--- config.mk ---
export PLATFORM = sky130hd
export DESIGN_NAME = spi_register_access_command_parser_flat
export DESIGN_NICKNAME = d
export VERILOG_FILES = /design/src/rtl/sracp_pkg.sv /design/src/rtl/sracp_if.sv /design/src/rtl/spi_register_access_command_parser.sv /design/src/rtl/sracp_rd_ctx.sv /design/src/rtl/sracp_wr_ctx.sv /design/src/flat_wrapper.sv
export SDC_FILE = /design/constraint.sdc
export NUM_CORES = 1
export LEC_CHECK = 0
export BUFFER_PORTS_ARGS = -buffer_cell sky130_fd_sc_hd__buf_2
export CAP_MARGIN = 20
export CORE_MARGIN = 1
export CORE_UTILIZATION = 55
export DETAILED_ROUTE_END_ITERATION = 7
export PLACE_DENSITY = 0.77
export REMOVE_ABC_BUFFERS = 1
export SLEW_MARGIN = 20
export SYNTH_ARGS = -nofsm -noshare
export SYNTH_HDL_FRONTEND = slang
export SYNTH_SLANG_ARGS = --single-unit
--- constraint.sdc ---
create_clock -name clk -period 4.3 [get_ports clk]
set_clock_uncertainty 0.05 [all_clocks]
set_input_delay 0.43 -clock clk [delete_from_list [all_inputs] [get_ports clk]]
set_output_delay 0.43 -clock clk [all_outputs]
set_load 0.01 [all_outputs]
--- src/rtl/sracp_pkg.sv ---
`timescale 1ns / 1ps
// Shared definitions for the register access command parser: request codes,
// context phase codes, register map constants and status structs. No dependencies.
package sracp_pkg;

	// Default framing sizes, in bytes
	localparam int ADDR_BYTES_DEF = 4;
	localparam int LEN_BYTES_DEF  = 2;
	localparam int REG_BYTES_DEF  = 4;

	// Request operation codes
	localparam logic [1:0] OP_RX  = 2'd0;
	localparam logic [1:0] OP_TX  = 2'd1;
	localparam logic [1:0] OP_EOT = 2'd2;

	// Context select
	localparam logic CMD_RD = 1'b0;
	localparam logic CMD_WR = 1'b1;

	// Context phase codes
	localparam logic [2:0] PH_INITIAL   = 3'd0;
	localparam logic [2:0] PH_ADDRESS   = 3'd1;
	localparam logic [2:0] PH_LENGTH    = 3'd2;
	localparam logic [2:0] PH_SENDING   = 3'd3;
	localparam logic [2:0] PH_VALUE     = 3'd4;
	localparam logic [2:0] PH_ERROR     = 3'd5;
	localparam logic [2:0] PH_COMPLETED = 3'd6;

	// Register map: readable window and the single writable address
	localparam int          MAP_FIRST = 1;
	localparam int          MAP_LAST  = 10;
	localparam int          WR_ADDR   = 1;
	localparam logic [27:0] MAP_LOW   = 28'hABBCCDD;

	// Step handed to one context
	typedef struct packed {
		logic       act;
		logic [1:0] op;
		logic [7:0] rx_byte;
	} ctx_step_t;

	// Read context status after the step
	typedef struct packed {
		logic       tx_valid;
		logic [7:0] tx_byte;
		logic       error;
		logic       sending;
	} rd_stat_t;

	// Register word: address low nibble on top of the fixed pattern
	function automatic logic [31:0] map_word(input logic [3:0] addr_lo);
		map_word = {addr_lo, MAP_LOW};
	endfunction

endpackage

--- src/rtl/sracp_if.sv ---
`timescale 1ns / 1ps
// Valid/ready channel interfaces for parser requests and responses.
// Standalone; field widths are fixed by the request and response formats.
interface sracp_req_if;
	logic       valid;
	logic       ready;
	logic [1:0] operation;
	logic       command;
	logic [7:0] rx_byte;

	modport source (output valid, output operation, output command, output rx_byte,
		input ready);
	modport sink (input valid, input operation, input command, input rx_byte,
		output ready);
endinterface

interface sracp_rsp_if;
	logic       valid;
	logic       ready;
	logic       tx_valid;
	logic [7:0] tx_byte;
	logic       in_error;
	logic       sending;

	modport source (output valid, output tx_valid, output tx_byte, output in_error,
		output sending, input ready);
	modport sink (input valid, input tx_valid, input tx_byte, input in_error,
		input sending, output ready);
endinterface

--- src/rtl/spi_register_access_command_parser.sv ---
`timescale 1ns / 1ps
// Register access command parser, slave side.
// Request channel (req): one byte event per request - a received byte, a
// transmit byte request or an end of transaction - tagged with the read or
// write context it belongs to. Response channel (rsp): exactly one response
// per request, carrying the byte to send (tx_valid/tx_byte), the error flag
// of the selected context and the read context's sending flag.
// An accepted request is held in the input register; its context update is
// then captured into the response register and presented on rsp.
// Throughput: one request per clock while rsp does not stall; the context
// update between the input register and the response register is combinational.
// When rsp stalls, the response register holds and the input register still
// takes one more request; req.ready drops once both are full.
// Reset (arst_n low) returns both contexts to their initial phase with all
// address and count fields cleared and empties the pipeline.
// Depends on sracp_pkg, sracp_if, sracp_rd_ctx and sracp_wr_ctx.
module spi_register_access_command_parser
	import sracp_pkg::*;
#(
	parameter int ADDR_BYTES = ADDR_BYTES_DEF,
	parameter int LEN_BYTES  = LEN_BYTES_DEF,
	parameter int REG_BYTES  = REG_BYTES_DEF
) (
	input  logic       clk,
	input  logic       arst_n,
	sracp_req_if.sink  req,
	sracp_rsp_if.source rsp
);

	logic       valid_s1;
	logic [1:0] op_s1;
	logic       cmd_s1;
	logic [7:0] rx_s1;
	logic       advance;
	logic       accept;
	ctx_step_t  rd_step;
	ctx_step_t  wr_step;
	rd_stat_t   rd_stat;
	logic       wr_error;
	logic       out_valid_q;
	logic       tx_valid_q;
	logic [7:0] tx_byte_q;
	logic       in_error_q;
	logic       sending_q;

	// Handshake: stage 1 moves on when the response register is free
	assign advance    = valid_s1 && (!out_valid_q || rsp.ready);
	assign req.ready  = !valid_s1 || advance;
	assign accept     = req.valid && req.ready;

	// Input register
	always_ff @(posedge clk or negedge arst_n) begin
		if (!arst_n) begin
			valid_s1 <= 1'b0;
		end else if (accept) begin
			valid_s1 <= 1'b1;
		end else if (advance) begin
			valid_s1 <= 1'b0;
		end
	end

	always_ff @(posedge clk) begin
		if (accept) begin
			op_s1  <= req.operation;
			cmd_s1 <= req.command;
			rx_s1  <= req.rx_byte;
		end
	end

	// Route the request to its context
	assign rd_step.act     = advance && (cmd_s1 == CMD_RD);
	assign rd_step.op      = op_s1;
	assign rd_step.rx_byte = rx_s1;
	assign wr_step.act     = advance && (cmd_s1 == CMD_WR);
	assign wr_step.op      = op_s1;
	assign wr_step.rx_byte = rx_s1;

	sracp_rd_ctx #(
		.ADDR_BYTES(ADDR_BYTES),
		.LEN_BYTES (LEN_BYTES),
		.REG_BYTES (REG_BYTES)
	) u_rd_ctx (
		.clk   (clk),
		.arst_n(arst_n),
		.step  (rd_step),
		.stat  (rd_stat)
	);

	sracp_wr_ctx #(
		.ADDR_BYTES(ADDR_BYTES),
		.REG_BYTES (REG_BYTES)
	) u_wr_ctx (
		.clk   (clk),
		.arst_n(arst_n),
		.step  (wr_step),
		.error (wr_error)
	);

	// Response register
	always_ff @(posedge clk or negedge arst_n) begin
		if (!arst_n) begin
			out_valid_q <= 1'b0;
		end else if (advance) begin
			out_valid_q <= 1'b1;
		end else if (rsp.ready) begin
			out_valid_q <= 1'b0;
		end
	end

	always_ff @(posedge clk) begin
		if (advance) begin
			tx_valid_q <= rd_stat.tx_valid;
			tx_byte_q  <= rd_stat.tx_byte;
			in_error_q <= (cmd_s1 == CMD_RD) ? rd_stat.error : wr_error;
			sending_q  <= rd_stat.sending;
		end
	end

	assign rsp.valid    = out_valid_q;
	assign rsp.tx_valid = tx_valid_q;
	assign rsp.tx_byte  = tx_byte_q;
	assign rsp.in_error = in_error_q;
	assign rsp.sending  = sending_q;

`ifndef SYNTH
	// A sent byte leaves the read context still sending
	a_tx_while_sending: assert property (@(posedge clk) disable iff (!arst_n)
		rsp.valid && rsp.tx_valid |-> rsp.sending)
		else $error("byte sent outside the sending phase");

	// Never a byte and an error in the same response
	a_tx_no_error: assert property (@(posedge clk) disable iff (!arst_n)
		rsp.valid && rsp.tx_valid |-> !rsp.in_error)
		else $error("byte sent while in error");

	// No byte means a zero byte field
	a_tx_zero: assert property (@(posedge clk) disable iff (!arst_n)
		rsp.valid && !rsp.tx_valid |-> rsp.tx_byte == 8'd0)
		else $error("nonzero byte without tx_valid");

	// A stalled request in stage 1 stays put
	a_s1_hold: assert property (@(posedge clk) disable iff (!arst_n)
		valid_s1 && !advance |=> valid_s1 && $stable(op_s1) && $stable(cmd_s1)
			&& $stable(rx_s1))
		else $error("stage 1 request lost during stall");
`endif

endmodule

--- src/rtl/sracp_rd_ctx.sv ---
`timescale 1ns / 1ps
// Read command context: address and length collection, then register bytes out.
// Depends on sracp_pkg.
module sracp_rd_ctx
	import sracp_pkg::*;
#(
	parameter int ADDR_BYTES = ADDR_BYTES_DEF,
	parameter int LEN_BYTES  = LEN_BYTES_DEF,
	parameter int REG_BYTES  = REG_BYTES_DEF
) (
	input  logic      clk,
	input  logic      arst_n,
	input  ctx_step_t step,
	output rd_stat_t  stat
);

	localparam int AW  = 8 * ADDR_BYTES;
	localparam int RW  = 8 * REG_BYTES;
	localparam int ACW = $clog2(ADDR_BYTES + 1);
	localparam int LCW = $clog2(LEN_BYTES + 1);
	localparam int BCW = $clog2(REG_BYTES + 1);

	logic [2:0]     phase_q, phase_d;
	logic [AW-1:0]  addr_q, addr_d;
	logic [ACW-1:0] acnt_q, acnt_d;
	logic [LCW-1:0] lcnt_q, lcnt_d;
	logic [RW-1:0]  shift_q, shift_d;
	logic [BCW-1:0] left_q, left_d;
	logic           tx_valid;
	logic [7:0]     tx_byte;
	logic [31:0]    word;
	logic           addr_ok;

	// Register map lookup at the current address
	assign word    = map_word(addr_q[3:0]);
	assign addr_ok = (addr_q >= AW'(MAP_FIRST)) && (addr_q <= AW'(MAP_LAST));

	// Next state for one step
	always_comb begin
		phase_d  = phase_q;
		addr_d   = addr_q;
		acnt_d   = acnt_q;
		lcnt_d   = lcnt_q;
		shift_d  = shift_q;
		left_d   = left_q;
		tx_valid = 1'b0;
		tx_byte  = 8'd0;
		if (step.act) begin
			unique case (step.op)
				OP_RX: begin
					// idle, done or sending: start a fresh command
					if (phase_d == PH_SENDING || phase_d == PH_INITIAL ||
							phase_d == PH_COMPLETED) begin
						addr_d  = '0;
						acnt_d  = '0;
						lcnt_d  = '0;
						shift_d = '0;
						left_d  = '0;
						phase_d = PH_ADDRESS;
					end
					if (phase_d == PH_ADDRESS) begin
						if (acnt_d < ACW'(ADDR_BYTES)) begin
							for (int i = 0; i < ADDR_BYTES; i++) begin
								if (acnt_d == ACW'(i))
									addr_d[8*i +: 8] = addr_d[8*i +: 8] | step.rx_byte;
							end
							acnt_d = acnt_d + ACW'(1);
							if (acnt_d == ACW'(ADDR_BYTES))
								phase_d = PH_LENGTH;
						end else begin
							phase_d = PH_ERROR;
						end
					end else if (phase_d == PH_LENGTH) begin
						if (lcnt_d < LCW'(LEN_BYTES)) begin
							lcnt_d = lcnt_d + LCW'(1);
							if (lcnt_d == LCW'(LEN_BYTES))
								phase_d = PH_SENDING;
						end else begin
							phase_d = PH_ERROR;
						end
					end
				end
				OP_TX: begin
					if (phase_q == PH_SENDING) begin
						if (left_q == '0) begin
							// fetch the next register word
							if (addr_ok) begin
								addr_d   = addr_q + AW'(1);
								tx_valid = 1'b1;
								tx_byte  = word[7:0];
								shift_d  = word[RW-1:0] >> 8;
								left_d   = BCW'(REG_BYTES - 1);
							end else begin
								phase_d = PH_ERROR;
							end
						end else begin
							tx_valid = 1'b1;
							tx_byte  = shift_q[7:0];
							shift_d  = shift_q >> 8;
							left_d   = left_q - BCW'(1);
						end
					end
				end
				OP_EOT: begin
					addr_d  = '0;
					acnt_d  = '0;
					lcnt_d  = '0;
					shift_d = '0;
					left_d  = '0;
					phase_d = PH_COMPLETED;
				end
				default: begin
				end
			endcase
		end
	end

	always_ff @(posedge clk or negedge arst_n) begin
		if (!arst_n) begin
			phase_q <= PH_INITIAL;
			addr_q  <= '0;
			acnt_q  <= '0;
			lcnt_q  <= '0;
			shift_q <= '0;
			left_q  <= '0;
		end else begin
			phase_q <= phase_d;
			addr_q  <= addr_d;
			acnt_q  <= acnt_d;
			lcnt_q  <= lcnt_d;
			shift_q <= shift_d;
			left_q  <= left_d;
		end
	end

	assign stat.tx_valid = tx_valid;
	assign stat.tx_byte  = tx_byte;
	assign stat.error    = (phase_d == PH_ERROR);
	assign stat.sending  = (phase_d == PH_SENDING);

endmodule

--- src/rtl/sracp_wr_ctx.sv ---
`timescale 1ns / 1ps
// Write command context: address collection, then register values checked
// against the writable address. Depends on sracp_pkg.
module sracp_wr_ctx
	import sracp_pkg::*;
#(
	parameter int ADDR_BYTES = ADDR_BYTES_DEF,
	parameter int REG_BYTES  = REG_BYTES_DEF
) (
	input  logic      clk,
	input  logic      arst_n,
	input  ctx_step_t step,
	output logic      error
);

	localparam int AW  = 8 * ADDR_BYTES;
	localparam int ACW = $clog2(ADDR_BYTES + 1);
	localparam int VCW = $clog2(REG_BYTES + 1);

	logic [2:0]     phase_q, phase_d;
	logic [AW-1:0]  addr_q, addr_d;
	logic [ACW-1:0] acnt_q, acnt_d;
	logic [VCW-1:0] vcnt_q, vcnt_d;

	// Next state for one step; value bytes are only counted, the map ignores them
	always_comb begin
		phase_d = phase_q;
		addr_d  = addr_q;
		acnt_d  = acnt_q;
		vcnt_d  = vcnt_q;
		if (step.act) begin
			unique case (step.op)
				OP_RX: begin
					if (phase_d == PH_INITIAL || phase_d == PH_COMPLETED) begin
						addr_d  = '0;
						acnt_d  = '0;
						vcnt_d  = '0;
						phase_d = PH_ADDRESS;
					end
					if (phase_d == PH_ADDRESS) begin
						if (acnt_d < ACW'(ADDR_BYTES)) begin
							for (int i = 0; i < ADDR_BYTES; i++) begin
								if (acnt_d == ACW'(i))
									addr_d[8*i +: 8] = addr_d[8*i +: 8] | step.rx_byte;
							end
							acnt_d = acnt_d + ACW'(1);
							if (acnt_d == ACW'(ADDR_BYTES))
								phase_d = PH_VALUE;
						end else begin
							phase_d = PH_ERROR;
						end
					end else if (phase_d == PH_VALUE) begin
						if (vcnt_d < VCW'(REG_BYTES)) begin
							vcnt_d = vcnt_d + VCW'(1);
							// full value: the current address must be the writable one, then it steps on
							if (vcnt_d == VCW'(REG_BYTES)) begin
								vcnt_d = '0;
								if (addr_d != AW'(WR_ADDR))
									phase_d = PH_ERROR;
								else
									addr_d = addr_d + AW'(1);
							end
						end else begin
							phase_d = PH_ERROR;
						end
					end
				end
				OP_EOT: begin
					addr_d  = '0;
					acnt_d  = '0;
					vcnt_d  = '0;
					phase_d = PH_COMPLETED;
				end
				default: begin
				end
			endcase
		end
	end

	always_ff @(posedge clk or negedge arst_n) begin
		if (!arst_n) begin
			phase_q <= PH_INITIAL;
			addr_q  <= '0;
			acnt_q  <= '0;
			vcnt_q  <= '0;
		end else begin
			phase_q <= phase_d;
			addr_q  <= addr_d;
			acnt_q  <= acnt_d;
			vcnt_q  <= vcnt_d;
		end
	end

	assign error = (phase_d == PH_ERROR);

endmodule

--- src/flat_wrapper.sv ---
// flat-port wrapper written by rule: the top's interface ports become plain ports
module spi_register_access_command_parser_flat import sracp_pkg::*;
#(
	parameter int ADDR_BYTES = ADDR_BYTES_DEF,
	parameter int LEN_BYTES  = LEN_BYTES_DEF,
	parameter int REG_BYTES  = REG_BYTES_DEF
)
  (clk, arst_n, req_valid, req_operation, req_command, req_rx_byte, req_ready, rsp_valid, rsp_tx_valid, rsp_tx_byte, rsp_in_error, rsp_sending, rsp_ready);
  sracp_req_if req_i ();
  sracp_rsp_if rsp_i ();
  input  logic clk;
  input  logic arst_n;
  input wire logic [$bits(req_i.valid)-1:0] req_valid;
  input wire logic [$bits(req_i.operation)-1:0] req_operation;
  input wire logic [$bits(req_i.command)-1:0] req_command;
  input wire logic [$bits(req_i.rx_byte)-1:0] req_rx_byte;
  output wire logic [$bits(req_i.ready)-1:0] req_ready;
  output wire logic [$bits(rsp_i.valid)-1:0] rsp_valid;
  output wire logic [$bits(rsp_i.tx_valid)-1:0] rsp_tx_valid;
  output wire logic [$bits(rsp_i.tx_byte)-1:0] rsp_tx_byte;
  output wire logic [$bits(rsp_i.in_error)-1:0] rsp_in_error;
  output wire logic [$bits(rsp_i.sending)-1:0] rsp_sending;
  input wire logic [$bits(rsp_i.ready)-1:0] rsp_ready;
  assign req_i.valid = req_valid;
  assign req_i.operation = req_operation;
  assign req_i.command = req_command;
  assign req_i.rx_byte = req_rx_byte;
  assign req_ready = req_i.ready;
  assign rsp_valid = rsp_i.valid;
  assign rsp_tx_valid = rsp_i.tx_valid;
  assign rsp_tx_byte = rsp_i.tx_byte;
  assign rsp_in_error = rsp_i.in_error;
  assign rsp_sending = rsp_i.sending;
  assign rsp_i.ready = rsp_ready;
  spi_register_access_command_parser #(.ADDR_BYTES(ADDR_BYTES), .LEN_BYTES(LEN_BYTES), .REG_BYTES(REG_BYTES)) u_core (.clk(clk), .arst_n(arst_n), .req(req_i), .rsp(rsp_i));
endmodule
==> results of run 1 <==
==> through the flow <==
| step | worst slack [ps] | cells |
|---|---|---|
| after CTS | 1230 | 811 |
| after global routing | 1020 | 813 |
| after detailed placement | 1250 | 779 |
| after floorplan | 1520 | 606 |
| after global placement | 1350 | 779 |
| final | 1200 | 813 |
==> sequential cells by signal (all words and copies together) (netlist names) <==
signal and cells:
u_core.u_wr_ctx.addr_q 32, u_core.rsp.sending 1, u_core.u_wr_ctx.phase_q 3, u_core.u_rd_ctx.acnt_q 3, u_core.rsp.valid 1, u_core.rsp.tx_valid 1
u_core.op_s1 2, u_core.u_rd_ctx.left_q 3, u_core.cmd_s1 1, u_core.rx_s1 8, u_core.u_wr_ctx.vcnt_q 3, u_core.u_rd_ctx.phase_q 3
u_core.u_rd_ctx.addr_q 32, u_core.u_rd_ctx.lcnt_q 2, u_core.rsp.tx_byte 8, u_core.u_wr_ctx.acnt_q 3, u_core.valid_s1 1, u_core.rsp.in_error 1
u_core.u_rd_ctx.shift_q 17
==> power by group through the flow <==
stage / clock, uW / sequential (uW) / combinational (uW)
2_1_floorplan: 0 / 1610 / 792
3_3_place_gp: 0 / 1660 / 985
3_5_place_dp: 0 / 1670 / 1040
4_1_cts: 1370 / 1660 / 1040
5_1_grt: 1420 / 1700 / 1170
6_report: 1350 / 1660 / 1050
==> metal layers <==
metal	vias to the layer above	track usage [%]
li1	2434	-
met1	2513	34.1
met2	203	39.3
met3	20	6.86
met4	0	9.87
met5	-	0
==> layout make-up <==
class	count	area, um^2	share of cell area (%)
inverter	27	104	1.41
multi-input combinational	454	3100	42.1
tap	143	179	2.43
clock inverter	14	126	1.71
sequential	125	3240	43.9
clock buffer	18	429	5.82
timing repair buffer	32	198	2.68
==> how the worst max path moves through the flow <==
stage,cells after the start,from,to,slack (ps)
floorplan,12,u_core.u_wr_ctx.phase_q[1],u_core.rsp.in_error,1520
global placement,12,u_core.u_wr_ctx.phase_q[1],u_core.rsp.in_error,1350
detailed placement,12,u_core.u_wr_ctx.phase_q[1],u_core.rsp.in_error,1250
CTS,12,u_core.u_wr_ctx.phase_q[1],u_core.rsp.in_error,1230
global route,12,u_core.u_wr_ctx.phase_q[1],u_core.rsp.in_error,1020
finish,12,u_core.u_wr_ctx.phase_q[1],u_core.rsp.in_error,1200
==> layout by cell type, fill, tap and decap left out, drive strengths merged, types with 17 or more instances in the layout <==
cell,netlist,final
edfxtp,22,22
o21ai,24,24
a21oi,26,26
ha,30,30
nand3,30,30
a22o,50,50
nor4,18,18
nor3,17,17
nand2,68,68
buf,21,31
nor2,33,33
inv,27,28
dfrtp,103,103
clkbuf,23,18
==> logic make-up (layout without fill, tap and decap cells) <==
| logic type | count (synthesis) | in the layout |
|---|---|---|
| adders and majority gates | 30 | 30 |
| DFF | 125 | 125 |
| AOI/OAI and AO/OA | 175 | 175 |
| xor gates and xnor gates | 4 | 4 |
| and+or+nand+nor | 242 | 242 |
| muxes | 3 | 3 |
| buffers and inverters | 71 | 91 |
==> worst max-delay path, cell delays in order, from the launching register on <==
cell       delay (ps)
dfrtp_1           490
or2_2             340
a21o_1            280
nand2_1           200
inv_1              90
ha_1              230
ha_1              230
nor2b_1           130
o21ai_0           150
a32oi_1           120
a2bb2oi_1         160
a311o_1           360
o32ai_2           100
==> summary.md, run 1 <==
| Metric | Value |
|---|---|
| Run status | finished with violations |
| Failing checks | design-rule violations |
| Fmax | 323 MHz |
| Post-cts resize count | 0 |
| Routed vias | 5,170 |
| First-pass GRT wire length | 24,800 um |
| Critical Path Source Type | register |
| Routed WL | 14,900 um |
| Vias in the first global route | 5,059 |
| Hold Slack | 133 ps |
| Setup_tns | 0 ps |
| H-tree depth | 4 |
| Max Cap Viol | 0 |
| Post-synth EDFFs | 22 |
| Synth async-reset ratio | 82.4% |
| Final Hold Viols | 0 |
| ANT cells | 0 |
| Setup Buffers After CTS | 0 |
| Top cells by area, synth | dfrtp_1 39%, edfxtp_1 9.9%, a22o_1 6.6% |
| Multiplexer share of the synthesized area | 0.471% |
| Hpwl dp | 10,000 um |
| Fin crit share | 72.0% |
| Unrepaired setup endpoints after global routing | no |
| Gpl congestion | 0.970 |
| Area after DPL | 0.00678 mm^2 |
| Cell Pwr Density | 552 mW/mm^2 |
| Post-Synthesis Cell Area | 0.00665 mm^2 |
| Row count | 39 |
| Synth unique cells | 75 |
| Xor/xnor share of the synthesized area | 0.640% |
| Pleak | 0.00326 uW |
| Area delta synth->final | 11.0% |
| Post-Syn Area per Cell | 10.2 um^2 |
| Reg power frac | 40.9% |
| Hold Path Origin | req_rx_byte[1] |
| Sink Count | 125 |
| Total congestion overflow | 0 |
| Critical Path RT | 4500 ps |
| Drt wl/cell | 18.4 um |
| Fin crit period | 3100 ps |
| Met1 WL | 6770 um |
| Initial Util | 57.2% |
| Flop-to-flop setup slack | 1200 ps |
| Die Height | 112 um |
| Peak supply drop | 407 uV |
| Register area share after synthesis | 48.7% |
| Hold path depth | 1 |
| Synth Area in Compound Gates | 20.4% |
| Nets | 702 |
| Core ar. | 0.0116 mm^2 |
| DRT antenna net count | 0 |
| DRT iter0 DRCs | 375 |
| Vias/cell | 6.36 |
| Highest Signal Layer | met4 |
| Ratio of cells with drive above 1 in the final layout | 12.4% |
| Worst-Skew Late Latency | 420 ps |
| Clock Power Share | 33.2% |
| Residual DRC | 3 |
| CTS tree | built |
| FF+latch count, synth | 125 |
| Reg-to-Reg Start | u_core.u_wr_ctx.phase_q[1] |
| Post-synth top area share | 38.8% |
| Simple-gate share of the synthesized area | 19.5% |
| Initial antenna violation count | 0 |
| R2r endpoint | u_core.rsp.in_error |
| CTS Hold Buffers Added | 0 |
| Cell type with the largest total area after synthesis | dfrtp_1 |
| Final slew viol count | 0 |
| WL met2 | 7000 um |
| Post-Syn Instances | 650 |
| Die area | 0.0125 mm^2 |
| Synth Area in Adders | 5.65% |
| Largest net degree at the start of global routing | 79 |
| CP Class | reg2reg |
| Arr. time, crit path | 3290 ps |
| Finished Cell Area | 0.00738 mm^2 |
| Combinational Power Share | 25.9% |
| Die width | 112 um |
| Final setup vio count | 0 |
| Net Switching | 1390 uW |
| Hold Crit Class | in2reg |
| Clock Pin Slew Worst Setup and Hold Paths | 60 ps |
| Clock buffer depth | 2 |
| Largest family of logic cells by synthesized area | compound AO/OA/AOI/OAI gates |
| Total CTS buffers | 17 |
| Critical-path maximum fanout | 12 |
| Count leader, synth | dfrtp_1 |
| Port Buf Inserts | 27 |
| FILL cells | 889 |
| Layout Utilization | 63.5% |
| Total power | 4070 uW |
| Min-Delay Endpoint | u_core.rx_s1[1] |
| R2r worst-path depth | 12 |
| Io pins | 28 |
| All-Layer GR Usage | 25.3% |
| Critical Path Sink Type | register |
| Cell Int Power | 2680 uW |
| Synth warn | 0 |
| DR WL met3 | 956 um |
| Slew margin rel. | 31.9% |
| Synth top cells by count | 103 x dfrtp_1, 67 x nand2_1, 50 x a22o_1 |
| Initial DRT Pass Iterations | 8 |
| Worst-Margin Slew | 1020 ps |
| Root buffer cell | clkbuf_16 |
| Predominant post-synthesis flop cell | dfrtp_1 |
| Sw Ratio | 34.1% |
No activity file was read; power rests on OpenSTA's default activity.
==> inputs of run 2 (changes only) <==
PLACE_DENSITY = 0.8   (was 0.77)
clock period = 2.8 ns   (was 4.3 ns; I/O delays follow)
==> summary.md, run 2 (same netlist as run 1, synthesis figures left out) <==
| Metric | Value |
|---|---|
| Sw Ratio | 34.2% |
| Final Hold Viols | 0 |
| CP Class | reg2reg |
| Unrepaired setup endpoints after global routing | yes |
| Io pins | 28 |
| Critical Path Sink Type | register |
| Area delta synth->final | 16.7% |
| All-Layer GR Usage | 26.7% |
| Combinational Power Share | 28.4% |
| DRT iter0 DRCs | 408 |
| DRT antenna net count | 0 |
| Highest-count cells in the layout ignoring fill and taps | 102 x dfrtp_1, 64 x nand2_1, 50 x a22o_1 |
| Clock Power Share | 33.6% |
| H-tree depth | 4 |
| Routed WL | 15,800 um |
| Biggest regs | u_core.u_rd_ctx.addr_q (32), u_core.u_wr_ctx.addr_q (32), u_core.u_rd_ctx.shift_q (17) |
| Hold Slack | 21.5 ps |
| Slew margin rel. | 41.9% |
| Die area | 0.0125 mm^2 |
| Fmax | 365 MHz |
| Port Buf Inserts | 27 |
| Peak supply drop | 723 uV |
| Hpwl dp | 10,400 um |
| Total congestion overflow | 0 |
| Clock buffer depth | 2 |
| Max Cap Viol | 0 |
| Fin crit period | 2740 ps |
| Gpl congestion | 0.930 |
| Critical Path RT | 2920 ps |
| First-pass GRT wire length | 26,300 um |
| Vias in the first global route | 5,350 |
| Initial antenna violation count | 0 |
| Reg power frac | 38.0% |
| Largest net degree at the start of global routing | 58 |
| Setup WS pre-CTS | 26.4 ps |
| Worst-Skew Late Latency | 420 ps |
| Worst-Margin Slew | 869 ps |
| Cell Int Power | 4360 uW |
| Final slew viol count | 0 |
| CTS tree | built |
| Residual DRC | 5 |
| Net Switching | 2260 uW |
| Final setup vio count | 0 |
| ANT cells | 0 |
| Sink Count | 125 |
| Most common cell after layout, fill and taps aside | dfrtp_1 |
| Drt wl/cell | 18.5 um |
| Root buffer cell | clkbuf_16 |
| Die width | 112 um |
| Row count | 39 |
| Die Height | 112 um |
| Ratio of cells with drive above 1 in the final layout | 17.1% |
| Hold Crit Class | in2reg |
| Run status | finished with violations |
| Critical Path Source Type | register |
| Clock Pin Slew Worst Setup and Hold Paths | 60 ps |
| Hold path depth | 2 |
| Fin crit share | 97.7% |
| Failing checks | design-rule violations |
| Critical-path maximum fanout | 8 |
| Arr. time, crit path | 2860 ps |
| Initial Util | 57.2% |
| Cell Pwr Density | 853 mW/mm^2 |
| Total power | 6620 uW |
| Initial DRT Pass Iterations | 7 |
| R2r worst-path depth | 11 |
| Setup WS post-layout | 63.6 ps |
| Core ar. | 0.0116 mm^2 |
| Pleak | 0.00347 uW |
| Routed vias | 5,399 |
| Vias/cell | 6.34 |
| Total CTS buffers | 17 |
| Nets | 740 |
-- run 2: cell types whose count changed in the layout (fill, tap and decap cells not counted), moves of 2 or more --
cell,previous run,this run
clkinv_4,0,5
nand2_2,1,3
clkinv_1,4,0
clkinv_2,4,0
ha_2,0,2
nand2_1,67,64
dlygate4sd3_1,1,12
ha_1,30,28
buf_4,4,31
-- run 2: routing by layer --
layer  global-route usage (%)  wire (um)  vias up
met1                     35.5       6840     2645
met5                        0          0        -
met2                     42.8       7590      211
met3                     5.93        961       41
met4                     10.2        365        0
li1                         -          -     2502
-- run 2: repair_timing --
action | 4_1_cts | 5_1_grt
gates resized for setup | 0 | 10
hold buffers | 11 | 1
setup endpoints to repair | 0 | 3
hold endpoints to repair | 65 | 1
buffers inserted | 0 | 5
-- run 2: critical path, cell delays in order, from the launching register on --
cell and delay (ps):
dfrtp_2 430, xor2_1 150, mux2_4 340, nand2_4 80, inv_2 40, ha_2 160
or4b_1 490, a21oi_1 170, a31oi_1 60, a32oi_1 260, inv_1 80, and3_1 180
-- run 2: final cells by class --
cell class              instances  area [um^2]
multi-input cells             454         3120
clock inverters                13          154
well taps                     143          179
clock buffers                  19          454
repair buffers                 70          503
fillers                       854         3860
inverters                      27          104
flip-flops and latches        125         3240
-- run 2: path summary, 6_finish.rpt --
kind / end / startpoint / slack (ps)
worst max-delay path: u_core.rsp.sending / u_core.u_rd_ctx.phase_q[1] / 60
worst min-delay path: u_core.valid_s1 / req_valid / 20
worst max register to register: u_core.rsp.sending / u_core.u_rd_ctx.phase_q[1] / 60
worst min register to register: u_core.u_rd_ctx.acnt_q[1] / u_core.u_rd_ctx.acnt_q[1] / 440
max in group asynchronous: u_core.u_rd_ctx.addr_q[30] / arst_n / 1420
min in group asynchronous: u_core.u_wr_ctx.addr_q[23] / arst_n / 420
-- run 2: per-stage QoR --
stage | cells | instance area (um^2) | TNS (ps) | utilization, %
3_5_place_dp | 802 | 6970 | 0 | 60.0
3_3_place_gp | 802 | 6970 | 0 | 60.0
2_1_floorplan | 606 | 6440 | 0 | -
6_report | 851 | 7760 | 0 | 66.8
5_1_grt | 851 | 7760 | -41.4 | 66.8
4_1_cts | 845 | 7690 | 0 | 66.2
-- run 2: power groups by stage --
stage	registers (uW)	logic, uW	clock network [uW]
floorplan	2470	1220	0
global placement	2500	1660	0
detailed placement	2520	1720	0
CTS	2500	1750	2250
global route	2560	2080	2330
finish	2520	1880	2220
==> inputs of run 3 (changes only) <==
CORE_ASPECT_RATIO = 0.8   (was unset)
==> summary.md, run 3 (same netlist as run 1, synthesis figures left out) <==
| Metric | Value |
|---|---|
| Run status | finished with violations |
| Failing checks | design-rule violations |
| Drt wl/cell | 18.8 um |
| Core ar. | 0.0116 mm^2 |
| Fin crit period | 2740 ps |
| Fmax | 365 MHz |
| Placed Cells | 808 |
| Io pins | 28 |
| Cell Int Power | 4220 uW |
| Total CTS buffers | 17 |
| Area delta synth->final | 16.2% |
| Die area | 0.0125 mm^2 |
| Cell Pwr Density | 835 mW/mm^2 |
| First-pass GRT wire length | 26,500 um |
| Final slew viol count | 0 |
| Clock buffer depth | 2 |
| Arr. time, crit path | 2860 ps |
| Sw Ratio | 34.5% |
| Residual DRC | 4 |
| Die Height | 100 um |
| Highest-count cells in the layout ignoring fill and taps | 101 x dfrtp_1, 65 x nand2_1, 50 x a22o_1 |
| Gpl congestion | 0.945 |
| CP Class | reg2reg |
| Largest net degree at the start of global routing | 57 |
| Initial Util | 57.1% |
| Reg power frac | 39.1% |
| Initial antenna violation count | 0 |
| Combinational Power Share | 28.6% |
| Clock Pin Slew Worst Setup and Hold Paths | 60 ps |
| Critical Path Sink Type | register |
| DRT antenna net count | 0 |
| Vias in the first global route | 5,334 |
| All-Layer GR Usage | 27.2% |
| Routed vias | 5,440 |
| Flop-to-flop setup slack | 60 ps |
| Total congestion overflow | 0 |
| Setup WS pre-CTS | 12.6 ps |
| Worst-Skew Late Latency | 410 ps |
| Critical Path RT | 2920 ps |
| Peak supply drop | 611 uV |
| Routed WL | 16,100 um |
| Ratio of cells with drive above 1 in the final layout | 17.0% |
| Critical Path Source Type | register |
| CTS tree | built |
| Port Buf Inserts | 27 |
| Sink Count | 125 |
| ANT cells | 0 |
| Vias/cell | 6.36 |
| Slew margin rel. | 57.8% |
| Hold Crit Class | in2reg |
| Most common cell after layout, fill and taps aside | dfrtp_1 |
| Worst-Margin Slew | 629 ps |
| Fin crit share | 97.8% |
| Final setup vio count | 0 |
| H-tree depth | 4 |
| Hpwl dp | 10,700 um |
| Row count | 35 |
| Final Hold Viols | 0 |
| Initial DRT Pass Iterations | 7 |
| Setup WS post-layout | 62.2 ps |
| Final std cells w/o fill | 855 |
| Nets | 739 |
| Net Switching | 2230 uW |
| Clock Power Share | 32.4% |
| Max Cap Viol | 0 |
| Biggest regs | u_core.u_rd_ctx.addr_q (32), u_core.u_wr_ctx.addr_q (32), u_core.u_rd_ctx.shift_q (17) |
| DRT iter0 DRCs | 513 |
| Die width | 125 um |
| Root buffer cell | clkbuf_16 |
| Critical-path maximum fanout | 6 |
| Pleak | 0.00345 uW |
[run 3: final timing paths]
kind / cells past startpoint / from / to
setup / recovery: 11 / u_core.u_rd_ctx.phase_q[1] / u_core.rsp.sending
hold / removal: 2 / req_valid / u_core.valid_s1
setup reg to reg: 11 / u_core.u_rd_ctx.phase_q[1] / u_core.rsp.sending
hold reg to reg: 2 / u_core.u_rd_ctx.acnt_q[1] / u_core.u_rd_ctx.acnt_q[1]
max in group asynchronous: 3 / arst_n / u_core.u_wr_ctx.acnt_q[1]
min in group asynchronous: 2 / arst_n / u_core.u_rd_ctx.shift_q[12]
[run 3: layout make-up]
type	count	area [um^2]
fill	837	3930
tap	148	185
inverter	27	104
clock buffer	21	493
clock inverter	11	77.6
multi-input combinational	455	3130
timing repair buffer	68	488
sequential	125	3240
[run 3: power by group through the flow]
stage | clock network (uW) | logic [uW] | registers (uW)
after floorplan | 0 | 1220 | 2470
after global placement | 0 | 1650 | 2500
after detailed placement | 0 | 1730 | 2520
after CTS | 2100 | 1760 | 2490
after global routing | 2200 | 2020 | 2560
final | 2080 | 1840 | 2520
[run 3: worst max-delay path, cell delays in order (launching register included)]
cell	delay, ps
dfrtp_2	450
xor2_1	170
mux2_4	320
nand2_2	90
inv_1	60
ha_1	190
or4b_4	480
a21oi_2	120
a31oi_1	50
a32oi_1	240
inv_1	90
and3_1	180
[run 3: per-layer routing]
layer | share of wire, % | track usage [%] | up-vias | routed length (um)
li1 | - | - | 2500 | -
met1 | 45 | 37.8 | 2694 | 7190
met2 | 48 | 42.8 | 225 | 7670
met3 | 6.1 | 4.21 | 21 | 988
met4 | 1.5 | 11.8 | 0 | 238
met5 | 0 | 0 | - | 0
[run 3: metrics by stage]
step	power, uW	hold slack, ps	instance area, um^2	TNS (ps)	util [%]
after floorplan	3690	-65.6	6440	0	-
after global placement	4150	275	6980	0	59.9
after detailed placement	4250	296	6980	0	59.9
after CTS	6360	1.94	7670	0	65.9
after global routing	6780	12.3	7720	-36.3	66.3
final	6440	11.0	7720	0	66.3
[run 3: timing repair]
action,in CTS,in global routing
endpoints found under the hold margin,58,0
resized for setup,0,9
endpoints found under the setup margin,0,2
buffers inserted,0,2
hold buffers,12,0
